===== src/rtl/lrupf_pkg.sv =====
// Package: shared constants and types of the LRU page frame replacement unit.
package lrupf_pkg;

    localparam int FRAMES      = 16;
    localparam int IDX_W       = $clog2(FRAMES);
    localparam int RANK_W      = IDX_W;
    localparam int CNT_W       = $clog2(FRAMES + 1);
    localparam int PID_W       = 8;
    localparam int PAGE_W      = 16;
    localparam int ENTRY_W     = PID_W + PAGE_W;
    localparam int FIU_W       = 5;
    localparam int FRAME_OUT_W = 4;
    localparam logic [FIU_W-1:0] FIU_RESET = 5'd16;

    typedef enum logic [3:0] {
        ST_IDLE   = 4'b0001,
        ST_SCAN   = 4'b0010,
        ST_DRAIN  = 4'b0100,
        ST_UPDATE = 4'b1000
    } state_t;

    // One frame as seen by the scan unit
    typedef struct packed {
        logic              step;
        logic              used;
        logic [IDX_W-1:0]  idx;
        logic [RANK_W-1:0] rank;
        logic [PID_W-1:0]  owner;
        logic [PAGE_W-1:0] page;
        logic              below_lim;
    } scan_entry_t;

    // Summary of a full walk over the frame table
    typedef struct packed {
        logic [CNT_W-1:0]  count;
        logic              found;
        logic [IDX_W-1:0]  hit_idx;
        logic [RANK_W-1:0] hit_rank;
        logic              have_vic;
        logic [IDX_W-1:0]  vic_idx;
        logic [RANK_W-1:0] vic_rank;
        logic [PID_W-1:0]  vic_owner;
        logic [PAGE_W-1:0] vic_page;
        logic              have_free;
        logic [IDX_W-1:0]  free_idx;
    } scan_res_t;

endpackage


===== src/rtl/lrupf_if.sv =====
// Interfaces: page reference channel and result channel.
interface lrupf_in_if;
    import lrupf_pkg::*;

    logic              valid;
    logic              ready;
    logic [PID_W-1:0]  process_id;
    logic [PAGE_W-1:0] page_number;

    modport source (output valid, output process_id, output page_number, input ready);
    modport sink   (input valid, input process_id, input page_number, output ready);
endinterface

interface lrupf_out_if;
    import lrupf_pkg::*;

    logic                   valid;
    logic                   ready;
    logic                   hit;
    logic [FRAME_OUT_W-1:0] frame_index;
    logic                   evicted;
    logic [PID_W-1:0]       evicted_process;
    logic [PAGE_W-1:0]      evicted_page;

    modport source (output valid, output hit, output frame_index, output evicted,
                    output evicted_process, output evicted_page, input ready);
    modport sink   (input valid, input hit, input frame_index, input evicted,
                    input evicted_process, input evicted_page, output ready);
endinterface


===== src/rtl/lrupf_ram.sv =====
// Generic single-write, single-read RAM with registered read data.
module lrupf_ram #(
    parameter int WIDTH = 8,
    parameter int DEPTH = 16
) (
    input  logic                     clk,
    input  logic                     we,
    input  logic [$clog2(DEPTH)-1:0] waddr,
    input  logic [WIDTH-1:0]         wdata,
    input  logic                     re,
    input  logic [$clog2(DEPTH)-1:0] raddr,
    output logic [WIDTH-1:0]         rdata
);

    logic [WIDTH-1:0] mem [DEPTH];

    always_ff @(posedge clk)
    begin
        if (we)
        begin
            mem[waddr] <= wdata;
        end
        if (re)
        begin
            rdata <= mem[raddr];
        end
    end

endmodule


===== src/rtl/lrupf_scan.sv =====
// Scan unit: one tag/rank comparator that accumulates hit, victim and free frame.
module lrupf_scan (
    input  logic                        clk,
    input  logic                        rst_n,
    input  logic                        start,
    input  logic [lrupf_pkg::PID_W-1:0]  pid,
    input  logic [lrupf_pkg::PAGE_W-1:0] pg,
    input  lrupf_pkg::scan_entry_t       entry,
    output lrupf_pkg::scan_res_t         res
);
    import lrupf_pkg::*;

    scan_res_t res_reg;
    scan_res_t res_next;
    logic      tag_eq;
    logic      rank_gt;

    assign tag_eq  = entry.used && (entry.owner == pid) && (entry.page == pg);
    assign rank_gt = !res_reg.have_vic || (entry.rank > res_reg.vic_rank);

    always_comb
    begin
        res_next = res_reg;
        if (entry.step)
        begin
            if (entry.used)
            begin
                res_next.count = res_reg.count + CNT_W'(1);
            end
            if (tag_eq && !res_reg.found)
            begin
                res_next.found    = 1'b1;
                res_next.hit_idx  = entry.idx;
                res_next.hit_rank = entry.rank;
            end
            if (entry.used && rank_gt)
            begin
                res_next.have_vic  = 1'b1;
                res_next.vic_idx   = entry.idx;
                res_next.vic_rank  = entry.rank;
                res_next.vic_owner = entry.owner;
                res_next.vic_page  = entry.page;
            end
            if (!entry.used && entry.below_lim && !res_reg.have_free)
            begin
                res_next.have_free = 1'b1;
                res_next.free_idx  = entry.idx;
            end
        end
    end

    always_ff @(posedge clk or negedge rst_n)
    begin
        if (!rst_n)
        begin
            res_reg <= '0;
        end
        else if (start)
        begin
            res_reg <= '0;
        end
        else
        begin
            res_reg <= res_next;
        end
    end

    assign res = res_reg;

endmodule


===== src/rtl/lru_page_frame_replacement_unit.sv =====
// Top level: LRU page frame replacement unit with sequencer, frame table and result register.
// Each page reference passes through the states IDLE, SCAN, DRAIN and UPDATE: the
// sequencer walks the owner/page RAM one frame per cycle through a single comparator,
// then drains the RAM read in DRAIN and updates valid bits, recency ranks and the RAM
// in UPDATE, which waits while the output register still holds an untaken result. The
// result is held in an output register, so the next reference can start while it waits.
// Writing frames_in_use frees every frame; a value of 0 acts as 1 and values above
// FRAMES act as FRAMES.
module lru_page_frame_replacement_unit (
    input  logic                        clk,
    input  logic                        rst_n,
    input  logic                        cfg_we,
    input  logic [lrupf_pkg::FIU_W-1:0] cfg_wdata,
    lrupf_in_if.sink                    in_ch,
    lrupf_out_if.source                 out_ch
);
    import lrupf_pkg::*;

    state_t             state_reg;
    state_t             state_next;
    logic [FIU_W-1:0]   fiu_reg;
    logic [CNT_W-1:0]   lim;
    logic [PID_W-1:0]   pid_reg;
    logic [PAGE_W-1:0]  pg_reg;
    logic [IDX_W-1:0]   cnt_reg;
    logic               pv_reg;
    logic [IDX_W-1:0]   pidx_reg;
    logic [FRAMES-1:0]  valid_reg;
    logic [FRAMES-1:0]  valid_next;
    logic [RANK_W-1:0]  rank_reg  [FRAMES];
    logic [RANK_W-1:0]  rank_next [FRAMES];
    logic               accept;
    logic               upd_fire;
    logic               evict;
    logic [IDX_W-1:0]   slot;
    logic [ENTRY_W-1:0] rd_data;
    scan_entry_t        entry;
    scan_res_t          res;
    logic               out_valid_reg;
    logic               out_hit_reg;
    logic [FRAME_OUT_W-1:0] out_frame_reg;
    logic               out_ev_reg;
    logic [PID_W-1:0]   out_evp_reg;
    logic [PAGE_W-1:0]  out_evg_reg;

    // Effective frame limit
    always_comb
    begin
        if (32'(fiu_reg) > FRAMES)
        begin
            lim = CNT_W'(FRAMES);
        end
        else if (fiu_reg == '0)
        begin
            lim = CNT_W'(1);
        end
        else
        begin
            lim = CNT_W'(fiu_reg);
        end
    end

    assign in_ch.ready = (state_reg == ST_IDLE);
    assign accept      = in_ch.valid && in_ch.ready;
    assign upd_fire    = (state_reg == ST_UPDATE) && (!out_valid_reg || out_ch.ready);

    always_comb
    begin
        state_next = state_reg;
        case (state_reg)
            ST_IDLE:
            begin
                if (accept)
                begin
                    state_next = ST_SCAN;
                end
            end
            ST_SCAN:
            begin
                if (cnt_reg == IDX_W'(FRAMES - 1))
                begin
                    state_next = ST_DRAIN;
                end
            end
            ST_DRAIN:
            begin
                state_next = ST_UPDATE;
            end
            ST_UPDATE:
            begin
                if (upd_fire)
                begin
                    state_next = ST_IDLE;
                end
            end
            default:
            begin
                state_next = ST_IDLE;
            end
        endcase
    end

    always_ff @(posedge clk or negedge rst_n)
    begin
        if (!rst_n)
        begin
            state_reg <= ST_IDLE;
            fiu_reg   <= FIU_RESET;
            pv_reg    <= 1'b0;
            cnt_reg   <= '0;
        end
        else
        begin
            state_reg <= state_next;
            pv_reg    <= (state_reg == ST_SCAN);
            if (cfg_we)
            begin
                fiu_reg <= cfg_wdata;
            end
            if (accept)
            begin
                cnt_reg <= '0;
            end
            else if (state_reg == ST_SCAN)
            begin
                cnt_reg <= cnt_reg + IDX_W'(1);
            end
        end
    end

    always_ff @(posedge clk)
    begin
        pidx_reg <= cnt_reg;
        if (accept)
        begin
            pid_reg <= in_ch.process_id;
            pg_reg  <= in_ch.page_number;
        end
    end

    lrupf_ram #(
        .WIDTH (ENTRY_W),
        .DEPTH (FRAMES)
    ) u_tag_ram (
        .clk   (clk),
        .we    (upd_fire && !res.found),
        .waddr (slot),
        .wdata ({pid_reg, pg_reg}),
        .re    (state_reg == ST_SCAN),
        .raddr (cnt_reg),
        .rdata (rd_data)
    );

    always_comb
    begin
        entry.step      = pv_reg;
        entry.used      = valid_reg[pidx_reg];
        entry.idx       = pidx_reg;
        entry.rank      = rank_reg[pidx_reg];
        entry.owner     = rd_data[ENTRY_W-1:PAGE_W];
        entry.page      = rd_data[PAGE_W-1:0];
        entry.below_lim = (CNT_W'(pidx_reg) < lim);
    end

    lrupf_scan u_scan (
        .clk   (clk),
        .rst_n (rst_n),
        .start (accept),
        .pid   (pid_reg),
        .pg    (pg_reg),
        .entry (entry),
        .res   (res)
    );

    // Replacement decision and table update
    assign evict = !res.found && (res.count >= lim) && res.have_vic;

    always_comb
    begin
        if (res.found)
        begin
            slot = res.hit_idx;
        end
        else if (evict && (!res.have_free || (res.vic_idx < res.free_idx)))
        begin
            slot = res.vic_idx;
        end
        else if (res.have_free)
        begin
            slot = res.free_idx;
        end
        else
        begin
            slot = '0;
        end
    end

    always_comb
    begin
        for (int i = 0; i < FRAMES; i++)
        begin
            valid_next[i] = valid_reg[i];
            rank_next[i]  = rank_reg[i];
            if (res.found)
            begin
                if (valid_reg[i] && (rank_reg[i] < res.hit_rank))
                begin
                    rank_next[i] = rank_reg[i] + RANK_W'(1);
                end
            end
            else
            begin
                if (evict && (res.vic_idx == IDX_W'(i)))
                begin
                    valid_next[i] = 1'b0;
                end
                else if (valid_reg[i])
                begin
                    rank_next[i] = rank_reg[i] + RANK_W'(1);
                end
            end
            if (slot == IDX_W'(i))
            begin
                valid_next[i] = 1'b1;
                rank_next[i]  = '0;
            end
        end
    end

    always_ff @(posedge clk or negedge rst_n)
    begin
        if (!rst_n)
        begin
            valid_reg <= '0;
        end
        else if (cfg_we)
        begin
            valid_reg <= '0;
        end
        else if (upd_fire)
        begin
            valid_reg <= valid_next;
        end
    end

    always_ff @(posedge clk)
    begin
        if (upd_fire)
        begin
            rank_reg <= rank_next;
        end
    end

    // Output register
    always_ff @(posedge clk or negedge rst_n)
    begin
        if (!rst_n)
        begin
            out_valid_reg <= 1'b0;
        end
        else if (upd_fire)
        begin
            out_valid_reg <= 1'b1;
        end
        else if (out_ch.ready)
        begin
            out_valid_reg <= 1'b0;
        end
    end

    always_ff @(posedge clk)
    begin
        if (upd_fire)
        begin
            out_hit_reg   <= res.found;
            out_frame_reg <= FRAME_OUT_W'(slot);
            out_ev_reg    <= evict;
            out_evp_reg   <= evict ? res.vic_owner : '0;
            out_evg_reg   <= evict ? res.vic_page : '0;
        end
    end

    assign out_ch.valid           = out_valid_reg;
    assign out_ch.hit             = out_hit_reg;
    assign out_ch.frame_index     = out_frame_reg;
    assign out_ch.evicted         = out_ev_reg;
    assign out_ch.evicted_process = out_evp_reg;
    assign out_ch.evicted_page    = out_evg_reg;

    a_hit_no_evict: assert property (@(posedge clk) disable iff (!rst_n)
        out_ch.valid && out_ch.evicted |-> !out_ch.hit)
        else $error("eviction reported on a hit");

    a_evict_zero: assert property (@(posedge clk) disable iff (!rst_n)
        out_ch.valid && !out_ch.evicted |->
            (out_ch.evicted_process == '0) && (out_ch.evicted_page == '0))
        else $error("evicted identity nonzero without eviction");

    a_accept_scan: assert property (@(posedge clk) disable iff (!rst_n)
        accept |=> (state_reg == ST_SCAN) && (cnt_reg == '0))
        else $error("transfer did not start a scan");

    a_resident_limit: assert property (@(posedge clk) disable iff (!rst_n)
        $countones(valid_reg) <= int'(lim))
        else $error("resident pages exceed frame limit");

endmodule

===== src/flat_wrapper.sv =====
// flat-port wrapper written by rule: the top's interface ports become plain ports
module lru_page_frame_replacement_unit_flat import lrupf_pkg::*;
  (clk, rst_n, cfg_we, cfg_wdata, in_ch_valid, in_ch_process_id, in_ch_page_number, in_ch_ready, out_ch_valid, out_ch_hit, out_ch_frame_index, out_ch_evicted, out_ch_evicted_process, out_ch_evicted_page, out_ch_ready);
  lrupf_in_if in_ch_i ();
  lrupf_out_if out_ch_i ();
  input  logic clk;
  input  logic rst_n;
  input  logic cfg_we;
  input  logic [lrupf_pkg::FIU_W-1:0] cfg_wdata;
  input wire logic [$bits(in_ch_i.valid)-1:0] in_ch_valid;
  input wire logic [$bits(in_ch_i.process_id)-1:0] in_ch_process_id;
  input wire logic [$bits(in_ch_i.page_number)-1:0] in_ch_page_number;
  output wire logic [$bits(in_ch_i.ready)-1:0] in_ch_ready;
  output wire logic [$bits(out_ch_i.valid)-1:0] out_ch_valid;
  output wire logic [$bits(out_ch_i.hit)-1:0] out_ch_hit;
  output wire logic [$bits(out_ch_i.frame_index)-1:0] out_ch_frame_index;
  output wire logic [$bits(out_ch_i.evicted)-1:0] out_ch_evicted;
  output wire logic [$bits(out_ch_i.evicted_process)-1:0] out_ch_evicted_process;
  output wire logic [$bits(out_ch_i.evicted_page)-1:0] out_ch_evicted_page;
  input wire logic [$bits(out_ch_i.ready)-1:0] out_ch_ready;
  assign in_ch_i.valid = in_ch_valid;
  assign in_ch_i.process_id = in_ch_process_id;
  assign in_ch_i.page_number = in_ch_page_number;
  assign in_ch_ready = in_ch_i.ready;
  assign out_ch_valid = out_ch_i.valid;
  assign out_ch_hit = out_ch_i.hit;
  assign out_ch_frame_index = out_ch_i.frame_index;
  assign out_ch_evicted = out_ch_i.evicted;
  assign out_ch_evicted_process = out_ch_i.evicted_process;
  assign out_ch_evicted_page = out_ch_i.evicted_page;
  assign out_ch_i.ready = out_ch_ready;
  lru_page_frame_replacement_unit u_core (.clk(clk), .rst_n(rst_n), .cfg_we(cfg_we), .cfg_wdata(cfg_wdata), .in_ch(in_ch_i), .out_ch(out_ch_i));
endmodule

===== config.mk =====
export PLATFORM = sky130hd
export DESIGN_NAME = lru_page_frame_replacement_unit_flat
export DESIGN_NICKNAME = d
export VERILOG_FILES = /design/src/rtl/lrupf_pkg.sv /design/src/rtl/lrupf_if.sv /design/src/rtl/lrupf_ram.sv /design/src/rtl/lrupf_scan.sv /design/src/rtl/lru_page_frame_replacement_unit.sv /design/src/flat_wrapper.sv
export SDC_FILE = /design/constraint.sdc
export NUM_CORES = 1
export LEC_CHECK = 0
export ABC_AREA = 0
export BUFFER_PORTS_ARGS = -buffer_cell sky130_fd_sc_hd__buf_4
export CAP_MARGIN = 25
export CORE_ASPECT_RATIO = 0.8
export CORE_MARGIN = 10
export CORE_UTILIZATION = 40
export DETAILED_ROUTE_END_ITERATION = 16
export PLACE_DENSITY = 0.54
export SYNTH_ARGS = -nofsm -noshare
export SYNTH_HDL_FRONTEND = slang
export SYNTH_SLANG_ARGS = --single-unit
export TNS_END_PERCENT = 10

===== constraint.sdc =====
create_clock -name clk -period 4.9 [get_ports clk]
set_clock_uncertainty 0.2 [all_clocks]
set_input_delay 0.245 -clock clk [delete_from_list [all_inputs] [get_ports clk]]
set_output_delay 0.245 -clock clk [all_outputs]
set_load 0.01 [all_outputs]

### After elaboration in Yosys (flattened, before gate mapping)

Memories as Yosys holds them, arrays and structs flattened. A register that Yosys moved wholly into a read port is not among the register bits.
Cells that the tools add are included.

* word-level logic and storage cells: 459
* bits in registers: 205
* memories kept: 1
* RAM bits: 384
* output and inout bits: 32

* $add $sub $neg: 18
* magnitude comparators: 23
* bitwise operators: 1
* reduce and logical (&&, ||, !) cells: 132
* equality and inequality tests: 88
* muxes and demuxes: 140

Memories
* u_core.u_tag_ram.mem: depth 16, width 24, read ports 1, clocked after memory_dff 1, write ports 1, line lrupf_ram.sv:15 `logic [WIDTH-1:0] mem [DEPTH];`

Operator list (number)
* 4-bit two-way mux: 74
* 52-bit two-way mux: 2
* 3-bit nonzero test: 32
* 4-bit == test, second input constant: 18
* 4-bit by 1-bit adder with 4-bit output, second input constant: 17
* 4-bit less-than comparator: 17
* 4-bit AND reduction: 16
* 1-bit two-way mux: 53
* 3-bit AND reduction: 17
* 3-bit by 1-bit != test with 1-bit output, second input constant: 16
* 3-bit by 2-bit != test with 1-bit output, second input constant: 16
* 3-bit != test, second input constant: 16
* 1-bit logical AND: 44
* 4-bit by 3-bit == test with 1-bit output, second input constant: 9
* 33-bit two-way mux: 1
* 16-bit two-way mux: 2
* 4-bit by 2-bit == test with 1-bit output, second input constant: 5
* 5-bit two-way mux: 4
* 4-bit binary-select mux with 4-bit select: 1
* 16-bit == test: 1
* 4-bit case mux with 4 select lines: 1
* 2-bit nonzero test: 8
* 4-bit by 1-bit == test with 1-bit output, second input constant: 3
* 9-bit two-way mux: 1
* 17 further kinds: 28

### Logic depth before layout (Yosys ltp)

Gate-level depths: netlist of run 1.

* depth in word-level cells: 13
* depth in mapped cells: 14

### Cells and area by module

From an unflattened synthesis of run 1, not the netlist that was laid out.

* cell total of the unflattened synthesis: 1586
* area total of the unflattened synthesis: 26553.0 µm²

Modules (own cells, without submodules)
* lrupf_ram: times used 1, cells an instance 636, area an instance 15170.8 µm², seq. area each 12251.8 µm²
* lru_page_frame_replacement_unit: times used 1, cells an instance 742, area an instance 8906.0 µm², seq. area each 4401.7 µm²
* lrupf_scan: times used 1, cells an instance 208, area an instance 2476.1 µm², seq. area each 1301.2 µm²

### Least setup slack after synthesis of run 1

Ideal clock, no wire load.

* path type: reg2reg
* start: reg u_core.fiu_reg[4]
* end: mem u_core.u_tag_ram.mem[9][0] (netlist bit) (enable)
* slack: 0.230 ns
* setup time: 0.435 ns
* cell stages (with the launch flop): 13
* data arrival time: 4.035 ns
* clock period less this slack: 4.670 ns
* path buffers: 1
* path through: dfstp_2 inv_1 o21ai_0 inv_1 ha_1 nor2b_1 o21ai_0 a41oi_2 inv_2 nand2_2 buf_6 mux2_4 nor3_1

* longest elaborated chain between the ends: 9

Ends and longest elaborated chain
* start: declaration: line lru_page_frame_replacement_unit.sv:21 `logic [FIU_W-1:0] fiu_reg;`
* start signal: assignment: line lru_page_frame_replacement_unit.sv:118 `fiu_reg <= cfg_wdata;`
* parallel branches: the longest is 2 deep, another holds 5-bit > comparator
* 5-bit two-way mux *: line lru_page_frame_replacement_unit.sv:49 `if (32'(fiu_reg) > FRAMES)`
* 5-bit greater-or-equal comparator *: line lru_page_frame_replacement_unit.sv:176 `assign evict = !res.found && (res.count >= lim) && res.have_vic;`
* 1-bit logical AND * (2 in a row): line lru_page_frame_replacement_unit.sv:176
* 1-bit logical AND *: line lru_page_frame_replacement_unit.sv:184 `else if (evict && (!res.have_free || (res.vic_idx < res.free_idx)))`
* 4-bit two-way mux *: line lru_page_frame_replacement_unit.sv:184
* 4-bit two-way mux *: line lru_page_frame_replacement_unit.sv:180 `if (res.found)`
* end: declaration: line lrupf_ram.sv:15

Every way passes the cells marked *.

### Worst setup path in the final report of run 1

* start: reg u_core.fiu_reg[4]
* end: reg u_core.rank_reg[11] (netlist bit) (enable)

* longest elaborated chain between the ends: 12

Ends and longest elaborated chain
* parallel branches: the longest is 2 deep, another holds 5-bit > comparator
* 5-bit two-way mux *: line lru_page_frame_replacement_unit.sv:49
* 5-bit greater-or-equal comparator *: line lru_page_frame_replacement_unit.sv:176
* 1-bit logical AND * (2 in a row): line lru_page_frame_replacement_unit.sv:176
* 1-bit logical AND: line lru_page_frame_replacement_unit.sv:184
* 4-bit two-way mux: line lru_page_frame_replacement_unit.sv:184
* 4-bit two-way mux: line lru_page_frame_replacement_unit.sv:180
* 4-bit == test: line lru_page_frame_replacement_unit.sv:222 `if (slot == IDX_W'(i))`
* 3-bit by 1-bit != test with 1-bit output (no line), or another cell as far along
* 4-bit AND reduction (no line) *
* end signal: assignment: line lru_page_frame_replacement_unit.sv:250 `rank_reg <= rank_next;`
* end: declaration: line lru_page_frame_replacement_unit.sv:30 `logic [RANK_W-1:0] rank_reg [FRAMES];`

Marks and branches as above.
A chain may end at the register's enable or synchronous reset.

==> flow_metrics.env, run 1 <==
export IMPL_status="completed"
export IMPL_metal2_wl_mm=27.4
export IMPL_count_of_flip_flops_with_a_built_in_enable_after_synthesis=526
export IMPL_min_from="in_ch_process_id[4]"
export IMPL_setup_tns_ns=0
export IMPL_number_of_global_route_vias_before_repair=15000
export IMPL_drt_antenna_violating_nets=0
export IMPL_path_max_fanout=16
export IMPL_crit_end_category="register"
export IMPL_clock_insertion_delay_worst_skew_ns=0.64
export IMPL_largest_reg_flops=384
export IMPL_synth_area_top_cells="sky130_fd_sc_hd__edfxtp_1 (59%), sky130_fd_sc_hd__mux4_2 (12%), sky130_fd_sc_hd__dfrtp_1 (7.6%)"
export IMPL_ys_async_sr_fraction_pct=13.5
export IMPL_num_vias=14900
export IMPL_cp_start_kind="register"
export IMPL_global_placement_routability_congestion=0.818
export IMPL_placement_io_buffers=65
export IMPL_initialDrtViolationCount=1640
export IMPL_synth_top_cell_area_share_pct=59.0
export IMPL_timing_final_hold_violations=0
export IMPL_tritoncts_num_buffers=61
export IMPL_synth_top_flop_cell="sky130_fd_sc_hd__edfxtp_1"
export IMPL_count_of_state_elements_after_synthesis=613
export IMPL_sinks_on_clock_net=613
export IMPL_global_route_overflow_total=0
export IMPL_cts_htree_levels=2
export IMPL_placement_rows=84
export IMPL_final_period_minus_worst_setup_slack_ns=4.15
export IMPL_ys_seq_area_share_pct=67.1
export IMPL_cts_resized=0
export IMPL_detailroute_wirelength_met3_mm=5.68
export IMPL_routed_via_density=5.64
export IMPL_synth_warning_count=0
export IMPL_grt_max_degree=86
export IMPL_synth_top_cell_by_area="sky130_fd_sc_hd__edfxtp_1"
export IMPL_hold_depth=2
export IMPL_final_setup_worst_slack_ns=0.754
export IMPL_setup_violations=0
export IMPL_regToRegSetupSlack_ns=0.75
export IMPL_maxClockFrequency_ghz=0.241
export IMPL_critPathRequiredTime_ns=4.95
export IMPL_routed_wire_length_per_instance_um=25.4
export IMPL_clock_tree_buffer_depth=3
export IMPL_power_density_nw_per_um2=454
export IMPL_areaGrowthSynthToFinish_pct=16.0
export IMPL_p_leak_nw=10.5
export IMPL_worstRegToRegCells=11
export IMPL_drv_slew=0
export IMPL_rsz_0062_raised_after_global_routing="no"
export IMPL_drive_above_1_share_pct=23.4
export IMPL_drt_first_pass_iters=5
export IMPL_syn_nets=1715
export IMPL_initial_utilization_pct=40.5
export IMPL_category_of_the_most_critical_setup_path="register to register"
export IMPL_maxCapViolations=0
export IMPL_min_to="u_core.pid_reg[4]"
export IMPL_setup_worst_path_start="u_core.fiu_reg[4]"
export IMPL_max_slew_margin_rel_pct=32.1
export IMPL_unique_masters_post_synth=70
export IMPL_crit_reg2reg_capture="u_core.rank_reg[11]"
export IMPL_max_slew_worst_pin_slew_ns=1.01
export IMPL_wl_mm=67.3
export IMPL_synthesis_instances=1600
export IMPL_drc=0
export IMPL_hold_path_class="input pin to register"
export IMPL_hpwl_after_detailed_placement_mm=43.4
export IMPL_critical_path_arrival_ns=4.19
export IMPL_first_pass_grt_wire_length_mm=101
export IMPL_die_outline_area_sq_um=77700
export IMPL_ir_worst_vdd_uv=278
export IMPL_syn_cell_area_sq_um=26800
export IMPL_rr_startpoint="u_core.fiu_reg[4]"
export IMPL_routed_top_layer="met4"
export IMPL_floorplan_die_height_um=251
export IMPL_clock_tree_root_cell="sky130_fd_sc_hd__clkbuf_16"
export IMPL_wire_length_the_detailed_router_placed_on_met1_mm=32.9
export IMPL_globalRouteTotalUtil_pct=17.2
export IMPL_number_of_primary_i_o_pins=66
export IMPL_core_area_sq_um=66000
export IMPL_worst_setup_hold_path_clk_slew_ns=0.06
export IMPL_avgSynthCellArea_sq_um=16.7
export IMPL_place_ws_ns=0.878
export IMPL_min_period_over_period_pct=84.6
export IMPL_die_w_um=309
export IMPL_design_final_nets=1851
export IMPL_antenna_found_initial=2
export IMPL_cts_tree="yes"
[synth_stat cells, types with 21 or more instances]
library cell and number:
sky130_fd_sc_hd__o31ai_1 21, sky130_fd_sc_hd__nor2_1 39, sky130_fd_sc_hd__clkbuf_1 42, sky130_fd_sc_hd__edfxtp_1 526
sky130_fd_sc_hd__a21oi_1 63, sky130_fd_sc_hd__nand3_1 64, sky130_fd_sc_hd__xor2_1 42, sky130_fd_sc_hd__and2_1 28
sky130_fd_sc_hd__ha_1 81, sky130_fd_sc_hd__o21ai_1 29, sky130_fd_sc_hd__o21ai_0 47, sky130_fd_sc_hd__dfrtp_1 81
sky130_fd_sc_hd__nand2b_1 25, sky130_fd_sc_hd__nand2_1 73, sky130_fd_sc_hd__buf_2 26, sky130_fd_sc_hd__mux4_2 139
sky130_fd_sc_hd__nor2b_1 23
[area by class of cell]
| class | instances | area (sq um) |
|---|---|---|
| clock buffers | 67 | 1550 |
| multi-input cells | 880 | 8440 |
| flip-flops and latches | 613 | 18000 |
| well taps | 860 | 1080 |
| clock inverters | 47 | 534 |
| inverters | 20 | 75.1 |
| diodes | 2 | 5.00 |
| fillers | 5639 | 35000 |
| repair buffers | 160 | 1390 |
[per-layer routing]
layer	vias to the layer above	global-route usage (%)
li1	6622	-
met1	7725	26.7
met2	517	23.6
met3	83	4.63
met4	0	4.03
met5	-	0
[critical path: stages, from the launching register on]
cell and delay (ns):
sky130_fd_sc_hd__dfstp_2 0.53, sky130_fd_sc_hd__inv_1 0.11, sky130_fd_sc_hd__o21ai_0 0.15, sky130_fd_sc_hd__inv_1 0.08, sky130_fd_sc_hd__ha_1 0.29, sky130_fd_sc_hd__nor2b_1 0.11
sky130_fd_sc_hd__o21ai_0 0.12, sky130_fd_sc_hd__a41oi_2 0.38, sky130_fd_sc_hd__inv_2 0.07, sky130_fd_sc_hd__nand2_2 0.38, sky130_fd_sc_hd__mux2_2 0.55, sky130_fd_sc_hd__o32ai_1 0.75
[power by group]
part	total, W	switching (W)	internal, W
combinational	0.00275	0.00148	0.00128
clock	0.00485	0.00204	0.00282
sequential	0.00647	0.000439	0.00603
total	0.0141	0.00395	0.0101
[worst max path at each step]
| stage | cells past startpoint | to | slack [ns] |
|---|---|---|---|
| 4_1_cts | 11 | u_core.rank_reg[11] | 0.80 |
| 6_report | 11 | u_core.rank_reg[11] | 0.75 |
| 2_1_floorplan | 12 | u_core.u_tag_ram.mem[9][0] | 0.23 |
| 3_3_place_gp | 12 | u_core.u_tag_ram.mem[8][5] | 0.92 |
| 3_5_place_dp | 11 | u_core.rank_reg[8] | 0.88 |
| 5_1_grt | 11 | u_core.rank_reg[11] | 0.57 |
[logic make-up (layout without fill, tap and decap cells)]
logic type,Yosys count,count (layout),synth area share (%)
other,0,2,0
AND/OR/NAND/NOR,299,299,5.73
AO/OA/AOI/OAI,270,270,6.59
buffers and inverters,107,294,1.77
XOR/XNOR,62,62,2.03
multiplexers,168,168,13.0
flip-flops,613,613,67.1
adder cells (fa/ha/maj),81,81,3.79
[cell usage in the layout (no fill, tap or decap), drive strengths merged, types with 4 or more instances in the layout]
cell type,Yosys,final
edfxtp,526,526
ha,81,81
nand3,66,66
nor4b,4,4
bufinv,0,10
o31ai,23,23
nor3,20,20
clkinv,1,31
dlygate4sd3,0,40
a21boi,16,16
a21o,16,16
nor2,39,39
mux4,140,140
mux2i,15,15
nand2,74,74
a22oi,12,12
mux2,13,13
o2111ai,4,4
xnor2,20,20
o22ai,4,4
a211o,4,4
inv,19,22
and2,28,28
o211ai,15,15
nor2b,23,23
clkbuf,43,67
a211oi,14,14
clkinvlp,0,4
nand2b,25,25
dfrtp,81,81
o32ai,7,7
xor2,42,42
nor4,6,6
o21ai,81,81
or2,4,4
dfxtp,4,4
a21oi,64,64
buf,44,120
[stage by stage]
step | hold slack (ns) | instance area, sq um | total power [W] | instances | utilization [%]
final | 0.132 | 31000 | 0.0141 | 2649 | 47.0
after global routing | 0.108 | 31000 | 0.0147 | 2647 | 47.0
after CTS | 0.0878 | 31000 | 0.0142 | 2646 | 47.0
after detailed placement | 0.0909 | 28500 | 0.00932 | 2491 | 43.2
after global placement | 0.0757 | 28500 | 0.00930 | 2491 | 43.2
after floorplan | -0.251 | 26800 | 0.00826 | 1600 | -
[what timing repair did]
item,CTS,global route
hold buffers,41,0
hold endpoints to repair,89,0
setup buffers,0,0
Note: power is estimated with default switching activity, not from simulation.
==> run 2: changes to the inputs <==
--- a/config.mk
+++ b/config.mk
@@ -12,7 +12,7 @@
 export CORE_MARGIN = 10
 export CORE_UTILIZATION = 40
 export DETAILED_ROUTE_END_ITERATION = 16
-export PLACE_DENSITY = 0.54
+export PLACE_DENSITY = 0.52
 export SYNTH_ARGS = -nofsm -noshare
 export SYNTH_HDL_FRONTEND = slang
 export SYNTH_SLANG_ARGS = --single-unit
==> constraint.sdc (replaced) <==
create_clock -name clk -period 3.95 [get_ports clk]
set_clock_uncertainty 0.2 [all_clocks]
set_input_delay 0.1975 -clock clk [delete_from_list [all_inputs] [get_ports clk]]
set_output_delay 0.1975 -clock clk [all_outputs]
set_load 0.01 [all_outputs]
==> flow_metrics.env, run 2 (synthesis gave the netlist of run 1 again) <==
export IMPL_status="completed"
export IMPL_global_placement_routability_congestion=0.830
export IMPL_category_of_the_most_critical_setup_path="register to register"
export IMPL_global_route_overflow_total=0
export IMPL_hold_path_class="input pin to register"
export IMPL_totalPowerFinal_w=0.0176
export IMPL_post_place_cells=2543
export IMPL_placement_rows=84
export IMPL_p_leak_nw=10.8
export IMPL_setup_violations=0
export IMPL_max_slew_worst_pin_slew_ns=0.872
export IMPL_number_of_primary_i_o_pins=66
export IMPL_num_vias=15300
export IMPL_setup_tns_ns=0
export IMPL_routed_via_density=5.68
export IMPL_drt_antenna_violating_nets=0
export IMPL_critPathBufInv=4
export IMPL_drv_slew=0
export IMPL_clock_insertion_delay_worst_skew_ns=0.65
export IMPL_drive_above_1_share_pct=25.3
export IMPL_fin_worst_hold_slack_ns=0.0784
export IMPL_die_outline_area_sq_um=77700
export IMPL_final_period_minus_worst_setup_slack_ns=3.73
export IMPL_clock_tree_root_cell="sky130_fd_sc_hd__clkbuf_16"
export IMPL_placement_io_buffers=65
export IMPL_globalRouteTotalUtil_pct=17.8
export IMPL_design_final_nets=1903
export IMPL_core_util_final_pct=47.8
export IMPL_grt_max_degree=85
export IMPL_ir_worst_vdd_uv=385
export IMPL_worst_setup_hold_path_clk_slew_ns=0.06
export IMPL_areaGrowthSynthToFinish_pct=18.0
export IMPL_number_of_global_route_vias_before_repair=15200
export IMPL_critPathRequiredTime_ns=4.07
export IMPL_core_area_sq_um=66000
export IMPL_cts_tree="yes"
export IMPL_initial_utilization_pct=40.5
export IMPL_maxClockFrequency_ghz=0.268
export IMPL_path_max_fanout=24
export IMPL_mostFrequentLayoutCells="sky130_fd_sc_hd__edfxtp_1 (526), sky130_fd_sc_hd__buf_4 (148), sky130_fd_sc_hd__mux4_2 (139), sky130_fd_sc_hd__ha_1 (81), sky130_fd_sc_hd__dfrtp_1 (78)"
export IMPL_rsz_0062_raised_after_global_routing="no"
export IMPL_power_density_nw_per_um2=556
export IMPL_cpPeakStageDelay_ns=0.53
export IMPL_cp_start_kind="register"
export IMPL_hpwl_after_detailed_placement_mm=45.3
export IMPL_clock_tree_buffer_depth=3
export IMPL_maxCapViolations=0
export IMPL_wl_mm=69.7
export IMPL_die_w_um=309
export IMPL_master_of_the_slowest_instance_on_the_critical_path="sky130_fd_sc_hd__dfstp_2"
export IMPL_cpLargestDelayFamily="simple AND/OR/NAND/NOR gates"
export IMPL_drc=0
export IMPL_layout_cells_most_common="sky130_fd_sc_hd__edfxtp_1"
export IMPL_routed_wire_length_per_instance_um=25.8
export IMPL_drt_first_pass_iters=5
export IMPL_critical_path_arrival_ns=3.85
export IMPL_crit_end_category="register"
export IMPL_cts_htree_levels=2
export IMPL_antenna_found_initial=2
export IMPL_first_pass_grt_wire_length_mm=104
export IMPL_sinks_on_clock_net=613
export IMPL_timing_final_hold_violations=0
export IMPL_cp_cell_sequence="inv_1 -> o21ai_0 -> inv_1 -> ha_1 -> nor2b_1 -> o21ai_0 -> a41oi_2 -> inv_2 -> nand2_2 -> mux2_2 -> nor3_2 -> buf_12"
export IMPL_tritoncts_num_buffers=61
export IMPL_max_slew_margin_rel_pct=41.9
export IMPL_floorplan_die_height_um=251
export IMPL_largest_reg_flops=384
export IMPL_layoutNonFillerInstCount=2699
export IMPL_initialDrtViolationCount=1542
export IMPL_min_period_over_period_pct=94.4
==> run 2: changes by cell type in the layout (fill, tap and decap cells not counted), sizes merged <==
cell and delta:
diode -1, buf +52, clkbuf +18, bufinv -5, clkinv -11, clkinvlp -3
==> run 2: area by class of cell <==
cell class                      count  area, sq um
Clock inverter                     28          292
Timing Repair Buffer              212         2000
Multi-Input combinational cell    880         8440
Inverter                           20         75.1
Clock buffer                       85         1730
Fill cell                        5640        34400
Sequential cell                   613        18000
Tap cell                          860         1080
Antenna cell                        1         2.50
==> run 2: timing repair <==
action	in CTS	in global routing
gates resized for setup	0	2
setup endpoints to repair	0	57
setup buffers	0	0
hold buffers	41	0
endpoints found under the hold margin	114	0
==> run 2: power breakdown <==
part           leakage [nW]  switching, W  internal, W
logic                  3.83       0.00193      0.00172
clock network         0.991       0.00253      0.00338
registers              5.97      0.000518      0.00748
total                  10.8       0.00498       0.0126
==> run 2: routing by layer <==
layer | track usage (%) | wire [um] | part of all wire [%] | up-vias
met1 | 28.7 | 34600 | 50 | 7980
met5 | 0 | 0 | 0 | -
met2 | 23.8 | 28200 | 40 | 516
li1 | - | - | - | 6738
met3 | 4.14 | 5690 | 8.2 | 89
met4 | 3.88 | 1240 | 1.8 | 0
==> run 2: path summary, 6_finish.rpt <==
check,end,cells past startpoint,from,slack (ns)
worst min register to register,u_core.u_scan.res[19],2,u_core.u_scan.res[19],0.31
worst max register to register,u_core.u_tag_ram.mem[1][4],12,u_core.fiu_reg[4],0.22
max in group asynchronous,u_core.state_reg[0],4,rst_n,2.50
worst min-delay path,u_core.pg_reg[13],2,in_ch_page_number[13],0.08
min in group asynchronous,u_core.u_scan.res[36],3,rst_n,0.34
worst max-delay path,u_core.u_tag_ram.mem[1][4],12,u_core.fiu_reg[4],0.22
==> run 2: metrics by stage <==
| step | instance area [sq um] | worst slack, ns |
|---|---|---|
| floorplan | 26800 | -0.720 |
| global placement | 29100 | 0.201 |
| detailed placement | 29100 | 0.215 |
| CTS | 31500 | 0.150 |
| global route | 31600 | 0.0210 |
| finish | 31600 | 0.221 |
==> run 3: changes to the inputs <==
--- a/config.mk
+++ b/config.mk
@@ -5,7 +5,7 @@
 export SDC_FILE = /design/constraint.sdc
 export NUM_CORES = 1
 export LEC_CHECK = 0
-export ABC_AREA = 0
+export ABC_AREA = 1
 export BUFFER_PORTS_ARGS = -buffer_cell sky130_fd_sc_hd__buf_4
 export CAP_MARGIN = 25
 export CORE_ASPECT_RATIO = 0.8
@@ -15,5 +15,6 @@
 export PLACE_DENSITY = 0.52
 export SYNTH_ARGS = -nofsm -noshare
 export SYNTH_HDL_FRONTEND = slang
+export SYNTH_HIERARCHICAL = 1
 export SYNTH_SLANG_ARGS = --single-unit
 export TNS_END_PERCENT = 10
==> flow_metrics.env, run 3 <==
export IMPL_clock_tree_buffer_depth=3
export IMPL_wl_mm=82.7
export IMPL_number_of_primary_i_o_pins=66
export IMPL_power_density_nw_per_um2=569
export IMPL_drt_first_pass_iters=5
export IMPL_grt_max_degree=124
export IMPL_synth_area_top_cells="sky130_fd_sc_hd__edfxtp_1 (54%), sky130_fd_sc_hd__nand2_1 (10%), sky130_fd_sc_hd__dfrtp_1 (7.0%)"
export IMPL_floorplan_die_height_um=261
export IMPL_final_setup_worst_slack_ns=0.344
export IMPL_status="completed"
export IMPL_placement_io_buffers=65
export IMPL_count_of_flip_flops_with_a_built_in_enable_after_synthesis=526
export IMPL_maxCapViolations=0
export IMPL_synth_warning_count=6
export IMPL_category_of_the_most_critical_setup_path="register to register"
export IMPL_design_final_nets=3167
export IMPL_hold_path_class="input pin to register"
export IMPL_place_ws_ns=0.273
export IMPL_postCtsSetupBuffers=0
export IMPL_cts_htree_levels=3
export IMPL_rr_startpoint="u_core/fiu_reg[3]"
export IMPL_ys_async_sr_fraction_pct=13.5
export IMPL_global_route_overflow_total=0
export IMPL_unique_masters_post_synth=42
export IMPL_post_dp_cell_area_sq_um=31100
export IMPL_routed_wire_length_per_instance_um=20.4
export IMPL_regToRegSetupSlack_ns=0.34
export IMPL_synth_most_common_cell="sky130_fd_sc_hd__nand2_1"
export IMPL_core_area_sq_um=71900
export IMPL_first_pass_grt_wire_length_mm=124
export IMPL_sinks_on_clock_net=613
export IMPL_final_period_minus_worst_setup_slack_ns=3.61
export IMPL_min_to="u_core/pid_reg[3]"
export IMPL_count_of_state_elements_after_synthesis=613
export IMPL_critPathRequiredTime_ns=4.06
export IMPL_worstRegToRegCells=19
export IMPL_max_slew_margin_rel_pct=32.5
export IMPL_syn_cell_area_sq_um=29000
export IMPL_setup_violations=0
export IMPL_critical_path_arrival_ns=3.71
export IMPL_die_w_um=321
export IMPL_die_outline_area_sq_um=83700
export IMPL_ir_worst_vdd_uv=416
export IMPL_hpwl_after_detailed_placement_mm=53.4
export IMPL_routed_via_density=5.11
export IMPL_finalInstanceArea_sq_um=33700
export IMPL_synth_top_flop_cell="sky130_fd_sc_hd__edfxtp_1"
export IMPL_mostFrequentLayoutCells="sky130_fd_sc_hd__nand2_1 (787), sky130_fd_sc_hd__edfxtp_1 (526), sky130_fd_sc_hd__inv_1 (438), sky130_fd_sc_hd__nand3_1 (352), sky130_fd_sc_hd__nor2_1 (146)"
export IMPL_rsz_0062_raised_after_global_routing="no"
export IMPL_synth_top_cell_area_share_pct=54.5
export IMPL_number_of_global_route_vias_before_repair=19300
export IMPL_antenna_found_initial=1
export IMPL_crit_end_category="register"
export IMPL_synthesis_instances=2908
export IMPL_min_from="in_ch_process_id[3]"
export IMPL_placement_rows=88
export IMPL_clock_insertion_delay_worst_skew_ns=0.64
export IMPL_p_leak_nw=14.3
export IMPL_max_slew_worst_pin_slew_ns=1.01
export IMPL_cts_tree="yes"
export IMPL_areaGrowthSynthToFinish_pct=16.3
export IMPL_syn_nets=3023
export IMPL_cp_start_kind="register"
export IMPL_avgSynthCellArea_sq_um=9.97
export IMPL_drc=0
export IMPL_path_max_fanout=17
export IMPL_largest_reg_flops=384
export IMPL_layout_cells_most_common="sky130_fd_sc_hd__nand2_1"
export IMPL_worst_setup_hold_path_clk_slew_ns=0.06
export IMPL_tritoncts_num_buffers=67
export IMPL_initial_utilization_pct=40.3
export IMPL_ys_seq_area_share_pct=61.9
export IMPL_global_placement_routability_congestion=0.862
export IMPL_hold_depth=2
export IMPL_drt_antenna_violating_nets=0
export IMPL_timing_final_hold_violations=0
export IMPL_synth_top_cells_by_count="sky130_fd_sc_hd__nand2_1 (787), sky130_fd_sc_hd__edfxtp_1 (526), sky130_fd_sc_hd__inv_1 (439), sky130_fd_sc_hd__nand3_1 (352), sky130_fd_sc_hd__nor2_1 (164)"
export IMPL_setup_tns_ns=0
export IMPL_min_period_over_period_pct=91.3
export IMPL_crit_reg2reg_capture="u_core/u_tag_ram/mem[13][12]"
export IMPL_maxClockFrequency_ghz=0.277
export IMPL_drive_above_1_share_pct=11.6
export IMPL_drv_slew=0
export IMPL_clock_tree_root_cell="sky130_fd_sc_hd__clkbuf_16"
export IMPL_num_vias=20700
export IMPL_synth_top_cell_by_area="sky130_fd_sc_hd__edfxtp_1"
export IMPL_globalRouteTotalUtil_pct=19.5
export IMPL_initialDrtViolationCount=2303
==> run 3: layout make-up <==
cell class | instances | area [sq um]
antenna | 1 | 2.50
clock buffer | 87 | 1850
clock inverter | 31 | 258
fill | 6687 | 38200
inverter | 469 | 1770
multi-input combinational | 1708 | 8850
sequential | 613 | 18000
tap | 945 | 1180
timing repair buffer | 193 | 1840
==> run 3: how the worst max path moves through the flow <==
stage                              startpoint                            to  slack, ns  cells after the start
after floorplan           u_core/state_reg[1]   u_core/u_tag_ram/mem[12][0]       0.05                      8
after global placement      u_core/fiu_reg[3]   u_core/u_tag_ram/mem[1][15]       0.31                     19
after detailed placement    u_core/fiu_reg[3]           u_core/rank_reg[22]       0.27                     20
after CTS                   u_core/fiu_reg[3]           u_core/rank_reg[21]       0.23                     20
after global routing        u_core/fiu_reg[3]  u_core/u_tag_ram/mem[13][12]       0.12                     19
final                       u_core/fiu_reg[3]  u_core/u_tag_ram/mem[13][12]       0.34                     19
==> run 3: timing repair <==
action,CTS,global route
endpoints found under the setup margin,0,42
resized for setup,0,7
hold buffers,41,1
endpoints found under the hold margin,127,8
==> run 3: worst max-delay path: stages (launching register included) <==
cell	delay, ns
sky130_fd_sc_hd__dfrtp_1	0.39
sky130_fd_sc_hd__nor3_1	0.19
sky130_fd_sc_hd__inv_1	0.07
sky130_fd_sc_hd__o21ai_1	0.21
sky130_fd_sc_hd__nand2_1	0.13
sky130_fd_sc_hd__ha_1	0.31
sky130_fd_sc_hd__nand2_1	0.05
sky130_fd_sc_hd__nand2_1	0.06
sky130_fd_sc_hd__nand2_1	0.05
sky130_fd_sc_hd__nand2_1	0.05
sky130_fd_sc_hd__nor2_1	0.04
sky130_fd_sc_hd__buf_4	0.15
sky130_fd_sc_hd__nor2_4	0.16
sky130_fd_sc_hd__nand2_2	0.10
sky130_fd_sc_hd__nand2_1	0.09
sky130_fd_sc_hd__nand3_2	0.08
sky130_fd_sc_hd__nand2_4	0.17
sky130_fd_sc_hd__nand2_1	0.28
sky130_fd_sc_hd__nor2_4	0.28
sky130_fd_sc_hd__buf_12	0.20
==> run 3: cell families after synthesis <==
group | synth area share (%)
AOI/OAI and AO/OA | 3.38
xor gates and xnor gates | 1.33
adders and majority gates | 3.50
buffers and inverters | 8.09
DFF | 61.9
muxes | 0.587
and+or+nand+nor | 21.2
==> run 3: metrics by stage <==
stage,power (W),hold WS [ns],util [%],cells
2_1_floorplan,0.0112,-0.298,-,2908
3_3_place_gp,0.0131,0.176,43.3,3884
3_5_place_dp,0.0132,0.177,43.3,3885
4_1_cts,0.0193,0.0503,46.8,4044
5_1_grt,0.0201,0.0757,46.9,4046
6_report,0.0192,0.0848,46.9,4047
==> run 3: power breakdown <==
part	total [W]	internal (W)	switching (W)
Clock	0.00610	0.00350	0.00260
Sequential	0.00814	0.00763	0.000504
Combinational	0.00495	0.00142	0.00354
==> run 3: per-layer routing <==
layer  up-vias  routed length (um)  track usage [%]
met5         -                   0                0
met4         0                1400             4.40
met3        98                6850             3.81
met2       772               33700             27.3
met1      9964               40700             30.4
li1       9832                   -                -
